===== config.mk =====
export PLATFORM = sky130hd
export DESIGN_NAME = gpb_pack
export DESIGN_NICKNAME = d
export VERILOG_FILES = /design/src/rtl/gpb_pkg.sv /design/src/rtl/gpb_pack.sv
export SDC_FILE = /design/constraint.sdc
export NUM_CORES = 1
export LEC_CHECK = 0
export ABC_AREA = 1
export BUFFER_PORTS_ARGS = -buffer_cell sky130_fd_sc_hd__buf_2
export CORE_MARGIN = 2
export CORE_UTILIZATION = 25
export DETAILED_ROUTE_END_ITERATION = 8
export PLACE_DENSITY = 0.43
export SLEW_MARGIN = 5
export SYNTH_ARGS = -nofsm -noshare
export SYNTH_HDL_FRONTEND = slang
export SYNTH_SLANG_ARGS = --single-unit

===== constraint.sdc =====
create_clock -name vclk -period 3.6
set_input_delay 0.36 -clock vclk [all_inputs]
set_output_delay 0.36 -clock vclk [all_outputs]
set_load 0.1 [all_outputs]

===== src/rtl/gpb_pkg.sv =====
`timescale 1ns / 1ps
// ----------------------------------------------------------------------------
// gpb_pkg
// Shared types and constants for the glyph pixel blend/pack block.
// ----------------------------------------------------------------------------
package gpb_pkg;

    localparam int PALETTE_ENTRIES = 256;
    localparam int PAL_ADDR_W      = $clog2(PALETTE_ENTRIES);
    localparam int COLOR_W         = 24;
    localparam int CH_W            = 8;
    localparam int PIX_W           = 32;
    localparam int CFG_INDEX_W     = 3;
    localparam int CFG_DATA_W      = 5;

    // input commands
    localparam logic CMD_PALETTE = 1'b0;
    localparam logic CMD_RENDER  = 1'b1;

    // pixel depth codes (code 3 acts as 32 bpp)
    localparam logic [1:0] MODE_8BPP  = 2'd0;
    localparam logic [1:0] MODE_16BPP = 2'd1;
    localparam logic [1:0] MODE_32BPP = 2'd2;

    // register indexes
    localparam logic [CFG_INDEX_W-1:0] REG_DEPTH_MODE   = 3'd0;
    localparam logic [CFG_INDEX_W-1:0] REG_RED_LENGTH   = 3'd1;
    localparam logic [CFG_INDEX_W-1:0] REG_RED_OFFSET   = 3'd2;
    localparam logic [CFG_INDEX_W-1:0] REG_GREEN_LENGTH = 3'd3;
    localparam logic [CFG_INDEX_W-1:0] REG_GREEN_OFFSET = 3'd4;
    localparam logic [CFG_INDEX_W-1:0] REG_BLUE_LENGTH  = 3'd5;
    localparam logic [CFG_INDEX_W-1:0] REG_BLUE_OFFSET  = 3'd6;

    typedef struct packed {
        logic [1:0] mode;
        logic [3:0] red_len;
        logic [4:0] red_off;
        logic [3:0] green_len;
        logic [4:0] green_off;
        logic [3:0] blue_len;
        logic [4:0] blue_off;
    } cfg_t;

endpackage


===== src/rtl/gpb_pack.sv =====
`timescale 1ns / 1ps
// ----------------------------------------------------------------------------
// gpb_pack
// Packs three channels into a pixel word by length/offset and depth mode.
// ----------------------------------------------------------------------------
module gpb_pack (
    input  gpb_pkg::cfg_t            cfg,
    input  logic [gpb_pkg::CH_W-1:0] red,
    input  logic [gpb_pkg::CH_W-1:0] green,
    input  logic [gpb_pkg::CH_W-1:0] blue,
    input  logic [gpb_pkg::CH_W-1:0] index,
    output logic [gpb_pkg::PIX_W-1:0] pixel
);

    function automatic logic [gpb_pkg::PIX_W-1:0] place(
        input logic [gpb_pkg::CH_W-1:0] v,
        input logic [3:0]               len,
        input logic [4:0]               off
    );
        logic [3:0]               len_c;
        logic [gpb_pkg::CH_W-1:0] kept;
        len_c = (len > 4'd8) ? 4'd8 : len;
        kept  = v >> (4'd8 - len_c);
        // bits shifted past the top of the word are dropped
        return gpb_pkg::PIX_W'(kept) << off;
    endfunction

    logic [gpb_pkg::PIX_W-1:0] packed_word;

    always_comb
    begin
        packed_word = place(red, cfg.red_len, cfg.red_off)
                    | place(green, cfg.green_len, cfg.green_off)
                    | place(blue, cfg.blue_len, cfg.blue_off);
        unique case (cfg.mode)
            gpb_pkg::MODE_8BPP:  pixel = gpb_pkg::PIX_W'(index);
            gpb_pkg::MODE_16BPP: pixel = {16'd0, packed_word[15:0]};
            default:             pixel = packed_word;
        endcase
    end

endmodule


; Word level (Yosys, flattened, before mapping)
; Cells that the tools add are included.
[op_classes]
shift = 6
mux = 4
eq_ne = 1
n_mul = 0
magnitude_cmp = 3
reduce_logical = 1
add_sub_neg = 3
n_bitwise = 2
div_mod_pow = 0
[op_table]
columns = operator, n
row1 = $shl A8 B5 Y32, 3
row2 = $or A32 B32 Y32, 2
row3 = $pmux W32 S2, 1
row4 = $shr A8 B4 Y8, 3
row5 = $gt A4 B4 Y1 const B, 3
row6 = $mux W4, 3
row7 = $sub A4 B4 Y4 const A, 3
row8 = $eq A2 B1 Y1 const B, 1
row9 = $logic_not A2 Y1, 1
[word_totals]
ram_bits = 0
out_inout_bits = 32
inputBits = 61
latch_bits = 0
reg_bits = 0
mem_count = 0
rom_bits = 0

; Logic depth before layout (Yosys ltp)
[logic_depth]
ltp_word = 8
depth_mapped = 22
depth_no_buf = 21

; Least setup slack after synthesis
; No wires, ideal clock.
[synth_path]
path_type = in2out
startpoint = input port cfg[14] in the netlist's numbering
endpoint = output port pixel[13] in the netlist's numbering
setup_slack_ps = -525
t_required_ps = 3240
path_stages = 17
t_arrival_ps = 3765
path_cell_list = buf_6 nor2_4 nand2_2 nand2_4 nand2_4 buf_6 ha_1 buf_2 clkinv_1 nand3_1 a21oi_1 nand3_1 nand3_1 nand3_1 nand3_1 nand3_1 a21oi_1
[synth_between]
elab_chain_len = 8
[synth_rtl]
columns = item, line_no
row1 = "start, declared", gpb_pack.sv:7  ; input gpb_pkg::cfg_t cfg,
row2 = $gt A4 B4 Y1, gpb_pack.sv:22  ; len_c = (len > 4'd8) ? 4'd8 : len;
row3 = $mux W4 (*), gpb_pack.sv:22
row4 = $sub A4 B4 Y4 (*), gpb_pack.sv:23  ; kept = v >> (4'd8 - len_c);
row5 = $shr A8 B4 Y8 (*), gpb_pack.sv:23
row6 = $shl A8 B5 Y32 (*), gpb_pack.sv:25  ; return gpb_pkg::PIX_W'(kept) << off;
row7 = $or A32 B32 Y32 (*), gpb_pack.sv:33  ; | place(green, cfg.green_len, cfg.green_off)
row8 = $or A32 B32 Y32 (*), gpb_pack.sv:34  ; | place(blue, cfg.blue_len, cfg.blue_off);
row9 = $pmux W32 S2 (*), gpb_pack.sv:35  ; unique case (cfg.mode)
row10 = "end, declared", gpb_pack.sv:12  ; output logic [gpb_pkg::PIX_W-1:0] pixel
; Mark *: on every way between the ends. The rest lies on a longest branch, timed or not.

; Worst setup path after layout
[layout_path]
startpoint = input port cfg[14] in the netlist's numbering
endpoint = output port pixel[4] in the netlist's numbering
; Same word-level chain as after synthesis.

==> flow_summary.toml <==
[run_status]
outcome = "finished, final reports clean"

[cells_and_area]
fin_nets = 898
drive_gt1_share_pct = 19.8
areaGrowthSynthToFinish_pct = 31.6
clkbuf_count = 0
fillCellCount = 1669
final_common_cell = "nand2_1"
seqCellArea_um2 = 0
final_cell_mix = "nand2_1 (234), nand3_1 (210), inv_1 (76), buf_2 (61), nor2_1 (50)"
diodes = 0
seq_cells = 0

[timing]
final-max-slew-violation-count = 0
finalSetupViolations = 0
fmax_mhz = 299
slew_headroom_pct = 49.4
fin_setup_tns_ps = 0
min_period_ps = 3350
hold_viol = 0
setup_slack_ps = 254
rsz0062_at_grt = "no"
worst_slew_pin_slew_ps = 758
fin_crit_sh_pct = 92.9

[worst_setup_path]
critPathTopFamily = "simple AND/OR/NAND/NOR gates"
crit_chain = "buf_2 > nor2_4 > nand2_2 > nand2_4 > nand2_4 > ha_1 > clkinv_1 > nand3_1 > a21oi_2 > nand2_1 > nand2_1 > nand3_1 > nand3_1 > nand4_1 > a21oi_2 > buf_12"
end_kind = "output port"
path_class = "in -> out"
critPathMaxFanout = 11
startpoint_type = "input port"
slowest_delay_ps = 320
path_common_cell = "nand3_1"
crit_required_ps = 3240
arrival_ps = 2990
critPathSlowestCell = "ha_1"
worst-path-buf-inv = 3

[detailed_routing]
detail-route-antenna-nets = 0
drc = 0
wire_per_inst_um = 14.2
vias = 5122
firstDrtPassIters = 5
viasPerCell = 5.06
wl_um = 14400
drtIter0Drc = 323

[global_route]
grt-ovfl-total = 0
grt_max_degree = 24
grt_antenna_before_repair = 0
grtUsageTotal_pct = 17.5
grt_pass1_vias = 4542
grt_pass1_wl_um = 23100

[synthesis]
yosysWarnings = 0
synth_area_per_cell_um2 = 4.67
seq_area_frac_synth_pct = 0
syn_inst = 773
synth.net_count = 837
synth_area_mm2 = 0.00361
synth_cell_types = 32

[die]
dieArea_mm2 = 0.0154
initial_core_util_pct = 25.8
die_w_um = 124
boundaryPins = 93
die_height_um = 124
core-area_mm2 = 0.0140
num_rows = 43

[min_path]
hold_path_class = "in -> out"
holdPathEnd = "pixel[18]"
min_delay_path_depth = 4
worstHoldStart = "cfg[28]"

[pwr]
power.density_mw_per_mm2 = 251
p_seq_share_pct = 0
p_int_uw = 376
combPwrFrac_pct = 100.0
irDropWorstVdd_mv = 0.0698
p_clk_share_pct = 0
leakagePower_nw = 2.43
p_switching_uw = 816
swShare_pct = 68.5

[placement]
port_buffers = 93
place_hpwl_um = 12200
gp_congestion = 0.890
dp_slack_ps = 233

[flow_run]
drv_cap = 0
==> worst max path at each step <==
stage | start | endpoint | slack, ps | cells after the start
global route | cfg[14] | pixel[12] | 20 | 17
global placement | cfg[14] | pixel[4] | 210 | 16
CTS | cfg[14] | pixel[4] | 230 | 16
finish | cfg[14] | pixel[4] | 250 | 16
detailed placement | cfg[14] | pixel[4] | 230 | 16
floorplan | cfg[14] | pixel[10] | 30 | 19
==> stage by stage <==
stage               cells  power [mW]  hold WS, ps  area (um^2)  util (%)
floorplan             773       0.827         1030         3720         -
global placement     1012        1.19         1160         4750      34.0
detailed placement   1012        1.19         1160         4750      34.0
CTS                  1012        1.19         1160         4750      34.0
global route         1012        1.29         1160         4760      34.0
finish               1012        1.19         1160         4760      34.0
==> synthesized netlist by cell type (2+ instances only) <==
library cell  instances  area, um^2
nand3_1             210        1050
nand2_2               9        56.3
ha_1                  3        37.5
nor3_1                4        20.0
o21ai_1              14        70.1
a21oi_1              38         190
clkinv_1              6        22.5
buf_6                 3        33.8
buf_2                13        65.1
o211ai_1              5        37.5
nor2_2                2        12.5
buf_1                 6        22.5
o21ai_0              13        65.1
nand2_1             234         878
inv_2                 5        18.8
clkbuf_1             18        67.6
inv_1                76         285
nor2_4                2        22.5
nor2_1               51         191
nand4_1              39         244
nand2_4               3        33.8
nand3_2               8        80.1
o21ai_2               2        17.5
==> what timing repair did <==
action,CTS,global route
buffers inserted,0,0
hold buffers,0,0
resized for setup,0,1
endpoints found under the setup margin,0,2
==> per-layer routing <==
| metal | up-vias | wire length [um] | GRT usage [%] |
|---|---|---|---|
| met5 | - | 0 | 0 |
| met4 | 0 | 135 | 1.52 |
| met2 | 158 | 6410 | 28.3 |
| li1 | 2720 | - | - |
| met3 | 8 | 701 | 1.03 |
| met1 | 2236 | 7170 | 26.4 |
==> power by group through the flow <==
| stage | logic [mW] | clock network (mW) | registers, mW |
|---|---|---|---|
| 5_1_grt | 1.29 | 0 | 0 |
| 2_1_floorplan | 0.827 | 0 | 0 |
| 6_report | 1.19 | 0 | 0 |
| 3_3_place_gp | 1.19 | 0 | 0 |
| 3_5_place_dp | 1.19 | 0 | 0 |
| 4_1_cts | 1.19 | 0 | 0 |
==> cell type report <==
type	count	area [um^2]	area share, %
inverter	87	327	6.87
multi-input combinational	645	3210	67.4
tap	180	225	4.74
timing repair buffer	100	998	21.0
==> cells by family (layout without fill, tap and decap cells) <==
| group | after synthesis | after routing | synth area share (%) |
|---|---|---|---|
| simple gates | 565 | 565 | 72.4 |
| buf+inv | 128 | 187 | 14.5 |
| compound gates | 76 | 76 | 11.3 |
| xor+xnor | 1 | 1 | 0.762 |
| fa+ha+maj | 3 | 3 | 1.04 |
No activity file was read; power rests on OpenSTA's default activity.
