### config.mk
export PLATFORM = sky130hd
export DESIGN_NAME = gpb_chan
export DESIGN_NICKNAME = d
export VERILOG_FILES = /design/src/rtl/gpb_pkg.sv /design/src/rtl/gpb_chan.sv
export SDC_FILE = /design/constraint.sdc
export NUM_CORES = 1
export LEC_CHECK = 0
export ABC_AREA = 1
export BUFFER_PORTS_ARGS = -buffer_cell sky130_fd_sc_hd__buf_2
export CAP_MARGIN = 10
export CORE_ASPECT_RATIO = 1.25
export CORE_UTILIZATION = 53
export DETAILED_ROUTE_END_ITERATION = 10
export PLACE_DENSITY_LB_ADDON = 0.12
export SYNTH_ARGS = -nofsm -noshare
export SYNTH_HDL_FRONTEND = slang
export SYNTH_SLANG_ARGS = --single-unit
export TNS_END_PERCENT = 5
### constraint.sdc
create_clock -name clk -period 7.3 [get_ports clk]
set_input_delay 1.46 -clock clk [delete_from_list [all_inputs] [get_ports clk]]
set_output_delay 1.46 -clock clk [all_outputs]
set_load 0.01 [all_outputs]
### src/rtl/gpb_pkg.sv
`timescale 1ns / 1ps
// ----------------------------------------------------------------------------
// gpb_pkg
// Shared types and constants for the glyph pixel blend/pack block.
// ----------------------------------------------------------------------------
package gpb_pkg;

    localparam int PALETTE_ENTRIES = 256;
    localparam int PAL_ADDR_W      = $clog2(PALETTE_ENTRIES);
    localparam int COLOR_W         = 24;
    localparam int CH_W            = 8;
    localparam int PIX_W           = 32;
    localparam int CFG_INDEX_W     = 3;
    localparam int CFG_DATA_W      = 5;

    // input commands
    localparam logic CMD_PALETTE = 1'b0;
    localparam logic CMD_RENDER  = 1'b1;

    // pixel depth codes (code 3 acts as 32 bpp)
    localparam logic [1:0] MODE_8BPP  = 2'd0;
    localparam logic [1:0] MODE_16BPP = 2'd1;
    localparam logic [1:0] MODE_32BPP = 2'd2;

    // register indexes
    localparam logic [CFG_INDEX_W-1:0] REG_DEPTH_MODE   = 3'd0;
    localparam logic [CFG_INDEX_W-1:0] REG_RED_LENGTH   = 3'd1;
    localparam logic [CFG_INDEX_W-1:0] REG_RED_OFFSET   = 3'd2;
    localparam logic [CFG_INDEX_W-1:0] REG_GREEN_LENGTH = 3'd3;
    localparam logic [CFG_INDEX_W-1:0] REG_GREEN_OFFSET = 3'd4;
    localparam logic [CFG_INDEX_W-1:0] REG_BLUE_LENGTH  = 3'd5;
    localparam logic [CFG_INDEX_W-1:0] REG_BLUE_OFFSET  = 3'd6;

    typedef struct packed {
        logic [1:0] mode;
        logic [3:0] red_len;
        logic [4:0] red_off;
        logic [3:0] green_len;
        logic [4:0] green_off;
        logic [3:0] blue_len;
        logic [4:0] blue_off;
    } cfg_t;

endpackage

### src/rtl/gpb_chan.sv
`timescale 1ns / 1ps
// ----------------------------------------------------------------------------
// gpb_chan
// One color channel: registered coverage product, then divide by 255 and
// add/subtract onto the background value; mono mode passes fg or bg as selected.
// ----------------------------------------------------------------------------
module gpb_chan (
    input  logic                   clk,
    input  logic                   en,
    input  logic [gpb_pkg::CH_W-1:0] fg_ch,
    input  logic [gpb_pkg::CH_W-1:0] bg_ch,
    input  logic [gpb_pkg::CH_W-1:0] coverage,
    input  logic                   mono,
    input  logic                   is_fg,
    output logic [gpb_pkg::CH_W-1:0] ch
);

    logic [gpb_pkg::CH_W-1:0]   base_reg, base_next;
    logic                       neg_reg, neg_next;
    logic [2*gpb_pkg::CH_W-1:0] prod_reg, prod_next;
    logic [gpb_pkg::CH_W-1:0]   diff;
    logic [2*gpb_pkg::CH_W-1:0] quot_sum;
    logic [gpb_pkg::CH_W-1:0]   quot;

    always_comb
    begin
        diff      = (fg_ch >= bg_ch) ? (fg_ch - bg_ch) : (bg_ch - fg_ch);
        base_next = mono ? (is_fg ? fg_ch : bg_ch) : bg_ch;
        neg_next  = !mono && (fg_ch < bg_ch);
        prod_next = mono ? '0 : (16'(diff) * 16'(coverage));
    end

    always_ff @(posedge clk)
    begin
        if (en)
        begin
            base_reg <= base_next;
            neg_reg  <= neg_next;
            prod_reg <= prod_next;
        end
    end

    // x / 255 == (x + (x >> 8) + 1) >> 8, exact for x up to 255*255
    always_comb
    begin
        quot_sum = prod_reg + (prod_reg >> 8) + 16'd1;
        quot     = quot_sum[15:8];
        ch       = neg_reg ? (base_reg - quot) : (base_reg + quot);
    end

endmodule

---- After elaboration in Yosys (flattened, before gate mapping) ----
Cells that the tools add are included.
storage, ports and cells
  bits of input ports ..................... 28
  word-level logic and storage cells ...... 18
  flip-flop bits (word level) ............. 25
  output and inout bits ................... 8
cells by class
  reductions and logical operators ........ 2
  multiply operators ...................... 1
  muxes and demuxes ....................... 4
  add/sub/neg operators ................... 6
  magnitude comparators ................... 2
operators with widths
  kind                                            number
  2-to-1 mux 8 bit                                4
  subtractor 8 bit                                3
  adder 16 x 1 -> 16 bit (second input constant)  1
  adder 16 x 8 -> 16 bit                          1
  multiplier 8 x 8 -> 16 bit                      1
  adder 8 bit                                     1
  greater-or-equal comparator 8 bit               1
  less-than comparator 8 bit                      1
  logical AND 1 bit                               1
  logical NOT 1 bit                               1

---- Depth between registers and ports, before layout ----
Gate-level depths: netlist of run 1.
  depth in word-level cells ............... 4
  mapped depth ............................ 31
  depth with buffers taken out ............ 31

---- Least setup slack after synthesis of run 1 ----
Ideal clock, no wire load.
  path type ............................... in2reg
  start ................................... input port fg_ch[0] (netlist bit)
  end ..................................... register prod_reg[15] (netlist bit), data pin
  stages on the path ...................... 30
  required time ........................... 7.050 ns
  library setup time ...................... 0.250 ns
  slack ................................... 0.832 ns
  buffers on the path ..................... 0
  data arrival time ....................... 6.218 ns
  path through ............................ inv_1 ha_1 inv_1 fa_1 inv_1 o21ai_1 nand2_1 nand3_4 inv_4 nand2_1 nand2_1 nor2_1 fa_1 inv_1 fa_1 inv_1 fa_1 inv_1 fa_1 inv_1 ha_1 nand2_1 o21ai_0 nand2_1 nand3_1 nand2_1 a21oi_1 o21bai_1 inv_1 nor2_1
on the way
  cells in the longest elaborated chain, start to end .. 3
  elaborated cells between the ends (all ways) .. 5
  classes of those cells .................. add/sub: 2; mul: 1; order compare: 1; mux: 1
ends and longest elaborated chain
  what                                                                          line            text
  from (decl)                                                                   gpb_chan.sv:10  input logic [gpb_pkg::CH_W-1:0] fg_ch,
  subtractor 8 bit / greater-or-equal comparator 8 bit (equally long branches)  gpb_chan.sv:27  diff = (fg_ch >= bg_ch) ? (fg_ch - bg_ch) : (bg_ch - fg_ch);
  2-to-1 mux 8 bit (*)                                                          gpb_chan.sv:27
  multiplier 8 x 8 -> 16 bit (*)                                                gpb_chan.sv:30  prod_next = mono ? '0 : (16'(diff) * 16'(coverage));
  to (signal assigned)                                                          gpb_chan.sv:39  prod_reg <= prod_next;
  to (decl)                                                                     gpb_chan.sv:20  logic [2*gpb_pkg::CH_W-1:0] prod_reg, prod_next;
Mark *: on every way between the ends. The rest lies on a longest branch, timed or not.
A chain may end at the register's enable or synchronous reset.

---- Worst setup path in the final report of run 1 ----
Same ends and word-level chain as after synthesis.

==> results of run 1 <==
-- area by class of cell --
type	count	area [sq um]
Multi-Input combinational cell	480	3470
Sequential cell	25	751
Tap cell	120	150
Clock buffer	4	45.0
Inverter	140	528
Fill cell	843	3580
Timing Repair Buffer	35	175
-- cells in the final DEF, fill, tap and decap left out, types with 3 or more instances in the layout --
master	instances
inv_1	132
nand2_1	129
nor2_1	72
ha_1	66
a21oi_1	41
fa_1	39
buf_2	35
o21ai_0	31
edfxtp_1	25
nand3_1	19
xor2_1	14
nand2_2	11
nor2_2	10
xnor2_1	8
inv_2	7
nor3_1	5
nand4_1	4
o221ai_1	4
o21ai_1	3
nand3_2	3
a21o_1	3
o21bai_1	3
clkbuf_8	3
-- through the flow --
stage,cell area [sq um],util,total power (W),setup WS [ns]
after floorplan,4770,-,0.00190,0.832
after global placement,5070,0.583,0.00233,0.382
after detailed placement,5070,0.583,0.00240,0.291
after CTS,5120,0.588,0.00249,0.584
after global routing,5120,0.588,0.00284,0.214
final,5120,0.588,0.00248,0.534
-- logic make-up (layout without fill, tap and decap cells) --
family,count (synthesis),in the layout,share of synthesized area
simple gates,263,263,0.244
buf+inv,145,179,0.116
compound gates,90,90,0.105
flops,25,25,0.157
fa+ha+maj,105,105,0.337
xor+xnor,22,22,0.0404
-- worst max-delay path, delay by kind of cell --
| kind | cells | cell delay [ns] |
|---|---|---|
| AND/OR/NAND/NOR | 10 | 1.12 |
| buffers and inverters | 10 | 0.69 |
| adder cells (fa/ha/maj) | 7 | 2.96 |
| AO/OA/AOI/OAI | 4 | 0.56 |
-- power by group through the flow --
stage	Sequential, W	Combinational (W)	Clock, W
floorplan	0.000263	0.00164	0
detailed placement	0.000282	0.00211	0
global placement	0.000280	0.00205	0
CTS	0.000278	0.00212	0.0000824
global route	0.000283	0.00247	0.0000863
finish	0.000279	0.00212	0.0000799
-- worst max path at each step --
stage,start,to,slack (ns)
2_1_floorplan,fg_ch[0],prod_reg[15]$_SDFFCE_PP0P_,0.83
3_3_place_gp,fg_ch[0],prod_reg[15]$_SDFFCE_PP0P_,0.38
3_5_place_dp,fg_ch[0],prod_reg[15]$_SDFFCE_PP0P_,0.29
4_1_cts,fg_ch[0],prod_reg[15]$_SDFFCE_PP0P_,0.58
5_1_grt,fg_ch[0],prod_reg[15]$_SDFFCE_PP0P_,0.21
6_report,fg_ch[0],prod_reg[15]$_SDFFCE_PP0P_,0.53
-- routing by layer --
layer,vias up,GRT usage,part of all wire
met4,0,0.106,0.030
met2,122,0.444,0.51
met1,1966,0.287,0.42
li1,2112,-,-
met5,-,0,0
met3,24,0.0176,0.041
==> results.yml, run 1 <==
run_status:
  status: "completed"
critical_path:
  endpoint_kind: "flop"
  slowest_delay_ns: 0.53
  cp_slowest_cell: "fa_1"
  worstPathRequired_ns: 7.34
  path_max_fanout: 9
  setup.worst_path.start_class: "input port"
  crit_top_cell: "inv_1"
  crit_arrival_ns: 6.80
  criticalPathCategory: "input port to flop"
min_path:
  min_path_cells: 3
  hp-class: "input port to flop"
  holdPathEnd: "base_reg[0]$_DFFE_PP_"
  hp-start: "bg_ch[0]"
final_layout:
  largest_reg_flops: 16
  final_nets: 818
  drive_above_1_share: 0.115
  n_antenna_cell: 0
  instances_no_fill: 804
  area.growth.synth_to_final_pct: 7.18
detailed_routing:
  drc: 0
  drtPass1Iterations: 5
  avgRoutedWirePerCell_microns: 13.0
  totalWireLength_mm: 10.5
  drtIter0Drc: 283
  vias_per_cell: 5.25
  detail-route-antenna-nets: 0
  num_vias: 4224
power_and_ir_drop:
  seq_power_share: 0.112
  p_comb_frac: 0.855
  peakVddDrop_mv: 0.238
  p_leak_nw: 2.77
  power_density_nw_per_um2: 485
  p_int_w: 0.00109
  switchingPower_w: 0.00139
  clockPowerShare: 0.032
  switching_share: 0.560
sta:
  rsz0062_at_grt: "false"
  hold_violations: 0
  setup_viol: 0
  clock.fmax_ghz: 0.148
  worstMarginPinSlew_ns: 0.516
  period_share: 0.927
  hold_ws_ns: 1.52
  slew_viol_final: 0
  min_period_ns: 6.77
  setup_tns_ns: 0
  slew_headroom: 0.656
floorplanning:
  initial_core_util: 0.549
  io_pins: 36
  dieArea_sq_um: 9390
  die_y_microns: 108
  rows: 38
  coreArea_sq_um: 8700
  die_w_microns: 86.9
job:
  maxCapViolations: 0
synthesis:
  synthesis.nets: 783
  synth_cell_types: 40
  yosysMostFrequentCell: "inv_1"
  ys_seq_elements: 25
  syn_area_sq_um: 4770
  avgSynthCellArea_sq_um: 7.34
  ys_seq_area_frac: 0.157
  ys_top_cells_by_area: "ha_1 17%, fa_1 16%, edfxtp_1 16%, inv_1 10%, nand2_1 10%"
  synth_common_cells: "132 x inv_1, 129 x nand2_1, 72 x nor2_1"
  async_reset_ff_frac: 0
  synth-edff-count: 25
  synth-main-ff-cell: "edfxtp_1"
  synth_area_leader_cell: "ha_1"
  yosys_warnings: 0
  synth_top_area_frac: 0.173
  synthCells: 650
global_routing:
  grt_pass1_vias: 4155
  grt_pass1_wl_mm: 18.0
  globalRouteOverflowTotal: 0
  antenna_found_initial: 0
  gr-usage-all-layers: 0.242
  grt_max_degree: 26
clock_network:
  cts_buffers: 3
  hold_buffers: 0
  ctsResizeCount: 0
  postCtsSetupBuffers: 0
  ctsHtreeMaxLevel: 1
  cts_buffer_depth: 2
  clk_pin_slew_worst_paths_ns: 0.08
  cts.sinks: 25
  cts_tree: "yes"
  root_buffer: "clkbuf_8"
placement:
  dp.cells: 800
  hpwl_mm: 9.07
  gp_congestion: 0.923
  port_buffers: 35
No activity file was read; power rests on OpenSTA's default activity.
==> run 2: changes to the inputs <==
--- a/config.mk
+++ b/config.mk
@@ -8,7 +8,6 @@
 export ABC_AREA = 1
 export BUFFER_PORTS_ARGS = -buffer_cell sky130_fd_sc_hd__buf_2
 export CAP_MARGIN = 10
-export CORE_ASPECT_RATIO = 1.25
 export CORE_UTILIZATION = 53
 export DETAILED_ROUTE_END_ITERATION = 10
 export PLACE_DENSITY_LB_ADDON = 0.12
==> results.yml, run 2 (synthesis gave the netlist of run 1 again) <==
final_layout:
  mostFrequentLayoutCells: "132 x inv_1, 129 x nand2_1, 72 x nor2_1, 66 x ha_1, 41 x a21oi_1"
  drive_above_1_share: 0.115
  area.growth.synth_to_final_pct: 6.87
  final_nets: 818
  instances_no_fill: 792
  largest_reg_flops: 16
  utilization: 0.585
  n_antenna_cell: 0
  mostFrequentLayoutCell: "inv_1"
power_and_ir_drop:
  power_density_nw_per_um2: 477
  p_leak_nw: 2.77
  peakVddDrop_mv: 0.304
clock_network:
  ctsResizeCount: 0
  ctsHtreeMaxLevel: 1
  clk_pin_slew_worst_paths_ns: 0.07
  cts_tree: "yes"
  cts_buffers: 3
  cts_buffer_depth: 2
  root_buffer: "clkbuf_8"
  postCtsSetupBuffers: 0
  hold_buffers: 0
  cts.sinks: 25
global_routing:
  grt_use_met2: 0.382
  antenna_found_initial: 0
  grt_max_degree: 26
  grt-busiest-layer: "met2"
  grt_pass1_wl_mm: 17.6
  use_met1: 0.312
  globalRouteOverflowTotal: 0
  met3_usage: 0.00723
  grt_pass1_vias: 4018
  gr-usage-all-layers: 0.223
detailed_routing:
  avgRoutedWirePerCell_microns: 12.3
  vias_per_cell: 5.10
  drc: 0
  drtIter0Drc: 165
  num_vias: 4043
  detail-route-antenna-nets: 0
  drtPass1Iterations: 5
  totalWireLength_mm: 9.77
floorplanning:
  rows: 34
  initial_core_util: 0.547
  die_w_microns: 96.9
  coreArea_sq_um: 8720
  die_y_microns: 96.9
  io_pins: 36
  dieArea_sq_um: 9390
job:
  maxCapViolations: 0
critical_path:
  endpoint_kind: "flop"
  setup.worst_path.start_class: "input port"
  slowest_delay_ns: 0.54
  crit_top_cell: "inv_1"
  path_max_fanout: 9
  crit_arrival_ns: 6.81
  cp_slowest_cell: "fa_1"
  criticalPathCategory: "input port to flop"
  worstPathRequired_ns: 7.32
sta:
  setup_tns_ns: 0
  clock.fmax_ghz: 0.147
  worstMarginPinSlew_ns: 0.485
  setup_viol: 0
  slew_viol_final: 0
  period_share: 0.930
  rsz0062_at_grt: "false"
  min_period_ns: 6.79
  hold_ws_ns: 1.52
  hold_violations: 0
  slew_headroom: 0.676
min_path:
  hp-class: "input port to flop"
  min_path_cells: 3
  holdPathEnd: "base_reg[0]$_DFFE_PP_"
  hp-start: "bg_ch[0]"
placement:
  hpwl_mm: 8.53
  gp_congestion: 0.922
  port_buffers: 35
  dp.cells: 788
run_status:
  status: "completed"
## run 2: cell counts in the layout (fill, tap and decap cells not counted)
No cell type changed its count.
## run 2: worst max-delay path by stage
stage,startpoint,end,slack (ns),cells past startpoint
finish,fg_ch[0],prod_reg[15]$_SDFFCE_PP0P_,0.51,31
global route,fg_ch[0],prod_reg[15]$_SDFFCE_PP0P_,0.08,31
CTS,fg_ch[0],prod_reg[15]$_SDFFCE_PP0P_,0.53,31
detailed placement,fg_ch[0],prod_reg[15]$_SDFFCE_PP0P_,0.28,31
global placement,fg_ch[0],prod_reg[15]$_SDFFCE_PP0P_,0.40,31
floorplan,fg_ch[0],prod_reg[15]$_SDFFCE_PP0P_,0.83,30
## run 2: worst max-delay path: cells and delay by family
family	cells	cell delay, ns
buffers and inverters	10	0.70
adders and majority gates	7	3.01
and+or+nand+nor	10	1.09
AOI/OAI and AO/OA	4	0.53
## run 2: metrics by stage
step | power (W) | cell area, sq um | setup WS [ns]
after global routing | 0.00282 | 5100 | 0.0773
after detailed placement | 0.00236 | 5060 | 0.276
after global placement | 0.00233 | 5060 | 0.398
after floorplan | 0.00190 | 4770 | 0.832
after CTS | 0.00245 | 5100 | 0.531
final | 0.00243 | 5100 | 0.510
## run 2: metal layers
metal | wire, microns | vias to the layer above
li1 | - | 2108
met1 | 4580 | 1814
met2 | 4650 | 109
met3 | 376 | 12
met4 | 162 | 0
met5 | 0 | -
## run 2: cell type report
type | instances | area, sq um
clock buffers | 4 | 45.0
well taps | 108 | 135
fillers | 849 | 3620
multi-input cells | 480 | 3470
flip-flops and latches | 25 | 751
inverters | 140 | 528
repair buffers | 35 | 175
## run 2: report_power, final
group          internal [W]  switching, W
Combinational      0.000807       0.00128
Clock             0.0000388     0.0000359
Sequential         0.000239     0.0000362
==> run 3: changes to the inputs <==
==> constraint.sdc (replaced) <==
create_clock -name clk -period 7.7 [get_ports clk]
set_input_delay 0.77 -clock clk [delete_from_list [all_inputs] [get_ports clk]]
set_output_delay 0.77 -clock clk [all_outputs]
set_load 0.01 [all_outputs]
==> results.yml, run 3 (synthesis gave the netlist of run 1 again) <==
run_status:
  status: "completed"
global_routing:
  grt_max_degree: 26
  grt_pass1_wl_mm: 17.6
  grt_pass1_vias: 4031
  globalRouteOverflowTotal: 0
  gr-usage-all-layers: 0.223
  antenna_found_initial: 0
final_layout:
  drive_above_1_share: 0.117
  area.growth.synth_to_final_pct: 6.89
  mostFrequentLayoutCell: "inv_1"
  mostFrequentLayoutCells: "132 x inv_1, 129 x nand2_1, 72 x nor2_1, 66 x ha_1, 41 x a21oi_1"
  largest_reg_flops: 16
  fill_cells: 863
  seq_area_sq_um: 751
  n_antenna_cell: 0
  multi_input_area_sq_um: 3470
  final_nets: 818
  utilization: 0.585
detailed_routing:
  detail-route-antenna-nets: 0
  drtPass1Iterations: 5
  drc: 0
  top_layer: "met4"
  avgRoutedWirePerCell_microns: 12.5
  vias_per_cell: 5.05
  totalWireLength_mm: 9.86
  dr_wl_met2_mm: 4.73
  drtIter0Drc: 141
  num_vias: 4003
  wl_met3_microns: 306
  wl_met1_mm: 4.73
clock_network:
  cts_tree: "yes"
  postCtsSetupBuffers: 0
  ctsResizeCount: 0
  clk_pin_slew_worst_paths_ns: 0.08
  cts_buffers: 3
  root_buffer: "clkbuf_8"
  ctsHtreeMaxLevel: 1
  cts_buffer_depth: 2
  hold_buffers: 0
  cts.sinks: 25
critical_path:
  slowest_delay_ns: 0.54
  path_max_fanout: 9
  worstPathRequired_ns: 7.72
  crit_arrival_ns: 6.13
  crit_top_cell: "inv_1"
  endpoint_kind: "flop"
  critPathBufInv: 10
  criticalPathCategory: "input port to flop"
  setup.worst_path.start_class: "input port"
  cp_slowest_cell: "fa_1"
  critical_path.top_delay_family: "adder cells"
power_and_ir_drop:
  p_leak_nw: 2.77
  power_density_nw_per_um2: 454
  peakVddDrop_mv: 0.294
placement:
  gp_congestion: 0.922
  hpwl_mm: 8.61
  dp_slack_ns: 1.35
  port_buffers: 35
sta:
  slew_viol_final: 0
  worstMarginPinSlew_ns: 0.502
  rsz0062_at_grt: "false"
  setup_tns_ns: 0
  slew_headroom: 0.665
  setup_viol: 0
  clock.fmax_ghz: 0.164
  setup_ws_ns: 1.60
  period_share: 0.793
  min_period_ns: 6.10
  hold_violations: 0
floorplanning:
  initial_core_util: 0.547
  dieArea_sq_um: 9390
  die_w_microns: 96.9
  die_y_microns: 96.9
  coreArea_sq_um: 8720
  io_pins: 36
  rows: 34
min_path:
  hp-class: "input port to flop"
job:
  maxCapViolations: 0
## run 3: changes by cell type in the layout (fill, tap and decap cells not counted)
cell	before	now
clkinv_2	0	1
clkbuf_1	1	0
## run 3: path summary, 6_finish.rpt
path	from	to	slack [ns]	cells after the start
setup / recovery	fg_ch[0]	prod_reg[15]$_SDFFCE_PP0P_	1.60	31
hold / removal	bg_ch[0]	base_reg[0]$_DFFE_PP_	0.83	3
## run 3: layout make-up
class / instances / share of cell area
multi-input cells: 480 / 0.680
inverters: 140 / 0.103
clock buffers: 3 / 0.00809
well taps: 108 / 0.0265
repair buffers: 35 / 0.0343
clock inverters: 1 / 0.000981
flip-flops and latches: 25 / 0.147
## run 3: metrics by stage
step | cell area [sq um] | hold WS (ns) | std cells | total power (W)
after global routing | 5100 | 0.852 | 792 | 0.00267
after CTS | 5100 | 0.824 | 792 | 0.00233
after detailed placement | 5060 | 1.09 | 788 | 0.00224
after floorplan | 4770 | 0.882 | 650 | 0.00180
after global placement | 5060 | 1.09 | 788 | 0.00220
final | 5100 | 0.827 | 792 | 0.00231
## run 3: report_power, final
group | switching (W) | internal (W)
Combinational | 0.00122 | 0.000765
Sequential | 0.0000340 | 0.000226
Clock | 0.0000353 | 0.0000360
## run 3: layer usage
metal / global-route usage / vias up
met4: 0.0517 / 0
met1: 0.311 / 1807
li1: - / 2110
met2: 0.386 / 78
met3: 0.00723 / 8
met5: 0 / -
